==> config.mk <==
export PLATFORM = sky130hd
export DESIGN_NAME = lsp_controller
export DESIGN_NICKNAME = d
export VERILOG_FILES = /design/src/rtl/lsp_pkg.sv /design/src/rtl/lsp_controller.sv
export SDC_FILE = /design/constraint.sdc
export NUM_CORES = 1
export LEC_CHECK = 0
export ABC_AREA = 0
export BUFFER_PORTS_ARGS = -buffer_cell sky130_fd_sc_hd__buf_2
export CELL_PAD_IN_SITES_DETAIL_PLACEMENT = 2
export CELL_PAD_IN_SITES_GLOBAL_PLACEMENT = 2
export CORE_AREA = 2 2 39 41
export CTS_CLUSTER_DIAMETER = 200
export CTS_CLUSTER_SIZE = 24
export DETAILED_ROUTE_END_ITERATION = 7
export DIE_AREA = 0 0 41 43
export PLACE_DENSITY = 0.68
export SLEW_MARGIN = 20
export SYNTH_ARGS = -nofsm -noshare
export SYNTH_HDL_FRONTEND = slang
export SYNTH_SLANG_ARGS = --single-unit
==> constraint.sdc <==
create_clock -name clk -period 2.72 [get_ports clk]
set_input_delay 0.272 -clock clk [delete_from_list [all_inputs] [get_ports clk]]
set_output_delay 0.272 -clock clk [all_outputs]
set_load 0.01 [all_outputs]
==> src/rtl/lsp_pkg.sv <==
// ----------------------------------------------------------------------------
// LIFO stack with purge - package
// Field widths, command codes, controller states and the control and
// status bundles between controller and datapath.
// ----------------------------------------------------------------------------
package lsp_pkg;

  localparam int DATA_BITS  = 64;
  localparam int CMD_BITS   = 2;
  localparam int LEVEL_BITS = 7;

  typedef enum logic [CMD_BITS-1:0] {
    CMD_PUSH  = 2'd0,
    CMD_POP   = 2'd1,
    CMD_PURGE = 2'd2,
    CMD_NOP   = 2'd3
  } lsp_cmd_t;

  typedef enum logic [1:0] {
    ST_IDLE,
    ST_PURGE,
    ST_RESULT
  } lsp_state_t;

  typedef struct packed {
    logic     start;
    lsp_cmd_t op;
    logic     purge_run;
    logic     load_out;
  } lsp_ctl_t;

  typedef struct packed {
    logic purge_done;
  } lsp_sts_t;

endpackage

==> src/rtl/lsp_controller.sv <==
// ----------------------------------------------------------------------------
// LIFO stack with purge - controller
// Sequences intake, the purge walk and the hand-off to the result register.
// ----------------------------------------------------------------------------
module lsp_controller (
  input  logic              clk,
  input  logic              rst,
  input  logic              in_valid,
  output logic              in_ready,
  input  lsp_pkg::lsp_cmd_t in_cmd,
  output logic              out_valid,
  input  logic              out_ready,
  output lsp_pkg::lsp_ctl_t ctl,
  input  lsp_pkg::lsp_sts_t sts
);
  import lsp_pkg::*;

  lsp_state_t state;
  lsp_state_t state_next;
  logic       out_valid_next;

  always_ff @(posedge clk) begin
    if (rst) begin
      state     <= ST_IDLE;
      out_valid <= 1'b0;
    end else begin
      state     <= state_next;
      out_valid <= out_valid_next;
    end
  end

  always_comb begin
    state_next     = state;
    out_valid_next = out_valid && !out_ready;
    in_ready       = 1'b0;
    ctl.start      = 1'b0;
    ctl.op         = in_cmd;
    ctl.purge_run  = 1'b0;
    ctl.load_out   = 1'b0;
    case (state)
      ST_IDLE: begin
        in_ready = 1'b1;
        if (in_valid) begin
          ctl.start  = 1'b1;
          state_next = (in_cmd == CMD_PURGE) ? ST_PURGE : ST_RESULT;
        end
      end
      ST_PURGE: begin
        ctl.purge_run = 1'b1;
        if (sts.purge_done) state_next = ST_RESULT;
      end
      ST_RESULT: begin
        // hold until the result register is free
        if (!out_valid || out_ready) begin
          ctl.load_out   = 1'b1;
          out_valid_next = 1'b1;
          state_next     = ST_IDLE;
        end
      end
      default: state_next = ST_IDLE;
    endcase
  end

endmodule

==> run summary <==
Run status: finished clean
Fin. Hold Viols: 0
Total Routing Usage GR: 7.12%
Vias in the first global route: 205
Overflow after GRT: 0
Met3 routed WL: 12 µm
Post-Syn Nets: 27
Cts hold-fix bufs: 0
Crit path kind: reg -> out
Setup crit end kind: output port
GPL Wtd Cong: 0.591
FFs w/ async S/R, synth: 0%
IO Pins: 14
Cell Rows: 14
Largest family of logic cells by synthesized area: simple AND/OR/NAND/NOR gates
Setup crit start kind: flip-flop
Setup Buffers After CTS: 0
Count of different cell masters after synthesis: 14
Layout cells sized above 1: 54.3%
First-pass GRT wire length: 779 µm
FF-to-FF End: state[1]
Die extent in x: 41 µm
DR vias: 197
Avg Synthesized Cell Area: 9.01 µm²
Hold Crit Class: in -> reg
Die Height: 43 µm
Routed Antenna Nets: 0
Lkg Pwr: 0.000130 µW
Top post-synthesis cells by area: dfxtp_1, o2bb2a_4, buf_4
CP startpoint: state[1]
Layout area overhead: 53.5%
Pin count of the biggest net entering global routing: 7
Clk buf depth: 2
Final layout net count: 43
Post-Synthesis Cells: 20
Multiplexer area fraction after synthesis: 0%
Slew Limit Fails: 0
Metal-1 WL: 169 µm
Clk slew on worst S/H paths: 0.04 ns
Num CTS Buffers: 3
Top_reg_cell synth: dfxtp_1
WL/cell: 9.69 µm
Synth Area in XOR/XNOR: 0%
Post-DR vias/cell: 3.86
Initial DRT Pass Iterations: 1
CTS tree: yes
CTS root buf: clkbuf_4
Final WL: 494 µm
WP data arrival: 1.03 ns
Top Metal Used: met3
Worst r2r src: state[0]
Die footprint: 0.00176 mm²
Worst setup margin: 1.42 ns
Reg2Reg Depth: 3
Final period utilization: 47.9%
Starting Density: 13.0%
EDFF count, synth: 0
Area fraction of the dominant cell type after synthesis: 33.3%
Design area: 277 µm²
Pre-CTS setup slack: 1.63 ns
Unrepaired setup endpoints after global routing: false
Least-Margin Pin Slew: 0.248 ns
PostCTS Resize Cnt: 0
Iter 0 DRT Violations: 0
Synth Register Bits: 3
Max Cap Violations: 0
Initial antenna violation count: 0
Maximum vdd drop: 139 µV
PortBufs: 13
Cell Area, Synth: 180 µm²
Slew margin rel.: 83.4%
Worst-skew pair later-pin latency: 0.23 ns
TritonCTS Sinks: 3
Compound-Gate Fraction of Synth Area: 24.3%
Clock period minus worst slack: 1.30 ns
Register area share after synthesis: 33.3%
Crit-path max FO: 5
Count leader, synth: dfxtp_1
TNS Setup: 0 ns
Synth Area in Simple Gates: 29.9%
R2R Setup Slk: 1.76 ns
N_diodes: 0
WL met2: 313 µm
Skew final: 0.00148 ns
Worst EP required: 2.45 ns
FMAX: 768 MHz
Setup-failing EPs final: 0
Crit path to: ctl[4]
Most common library cells after synthesis: dfxtp_1, a21oi_1, buf_4, inv_1, nand2b_1
Residual DRC count: 0
Final Total Pwr: 152 µW
Core box area: 0.00138 mm²
Synth Area in Adders: 0%
H-Tree Level Count: 1
Yosys Warn Count: 0
Pwr Density: 549 mW/mm²
Post-place instance area: 250 µm²
Post-synth top area cell: dfxtp_1
[layout by cell type, fill, tap and decap left out, drive strengths merged]
cell type	n
buf	13
clkbuf	4
dfxtp	3
a21oi	3
nand2b	2
inv	2
nor2b	2
nor2	1
nor3b	1
nor4bb	1
nor3	1
o21ai	1
o2bb2a	1
[layout make-up]
class / count / area [µm²]
Clock buffer: 4 / 26.3
Fill cell: 169 / 1110
Sequential cell: 3 / 60.1
Timing Repair Buffer: 13 / 65.1
Multi-Input combinational cell: 13 / 97.6
Tap cell: 16 / 20.0
Inverter: 2 / 7.51
[logic make-up (layout without fill, tap and decap cells)]
| kind of cell | Yosys count | in the layout |
|---|---|---|
| AND/OR/NAND/NOR | 8 | 8 |
| AO/OA/AOI/OAI | 5 | 5 |
| buffers and inverters | 4 | 19 |
| flip-flops | 3 | 3 |
[layer usage]
metal,GRT usage (%),vias to the layer above
li1,-,96
met1,4.81,97
met2,12.8,4
met3,1.57,0
met4,8.00,0
met5,0,-
[critical path, cell delays in order, from the launching register on]
cell and delay [ns]:
dfxtp_1 0.34, nor3b_1 0.27, buf_2 0.18
[report_power, final]
part           switching (µW)  total (µW)  leakage [µW]  internal (µW)
clock network            21.2        76.1     0.0000150           54.9
logic                    13.5        26.4     0.0000901           12.9
registers                2.54        49.3     0.0000246           46.7
total                    37.3         152      0.000130            115
[registers in the layout, summed over array words and instances, names as in the netlist]
name	cells
out_valid	1
state	2
[through the flow]
step	utilization [%]	instances	hold slack (ns)
final	20.0	51	0.237
after global routing	20.0	51	0.242
after CTS	20.0	51	0.235
after detailed placement	18.1	47	0.481
after global placement	18.1	47	0.472
after floorplan	-	20	0.334
[worst min path at each step]
stage / from / endpoint / slack, ns / cells past startpoint
after floorplan: rst / state[1] / 0.33 / 1
after global placement: rst / state[1] / 0.47 / 2
after detailed placement: rst / state[1] / 0.48 / 2
after CTS: rst / state[1] / 0.23 / 2
after global routing: rst / state[1] / 0.24 / 2
final: rst / state[1] / 0.24 / 2
No activity file was read; power rests on OpenSTA's default activity.
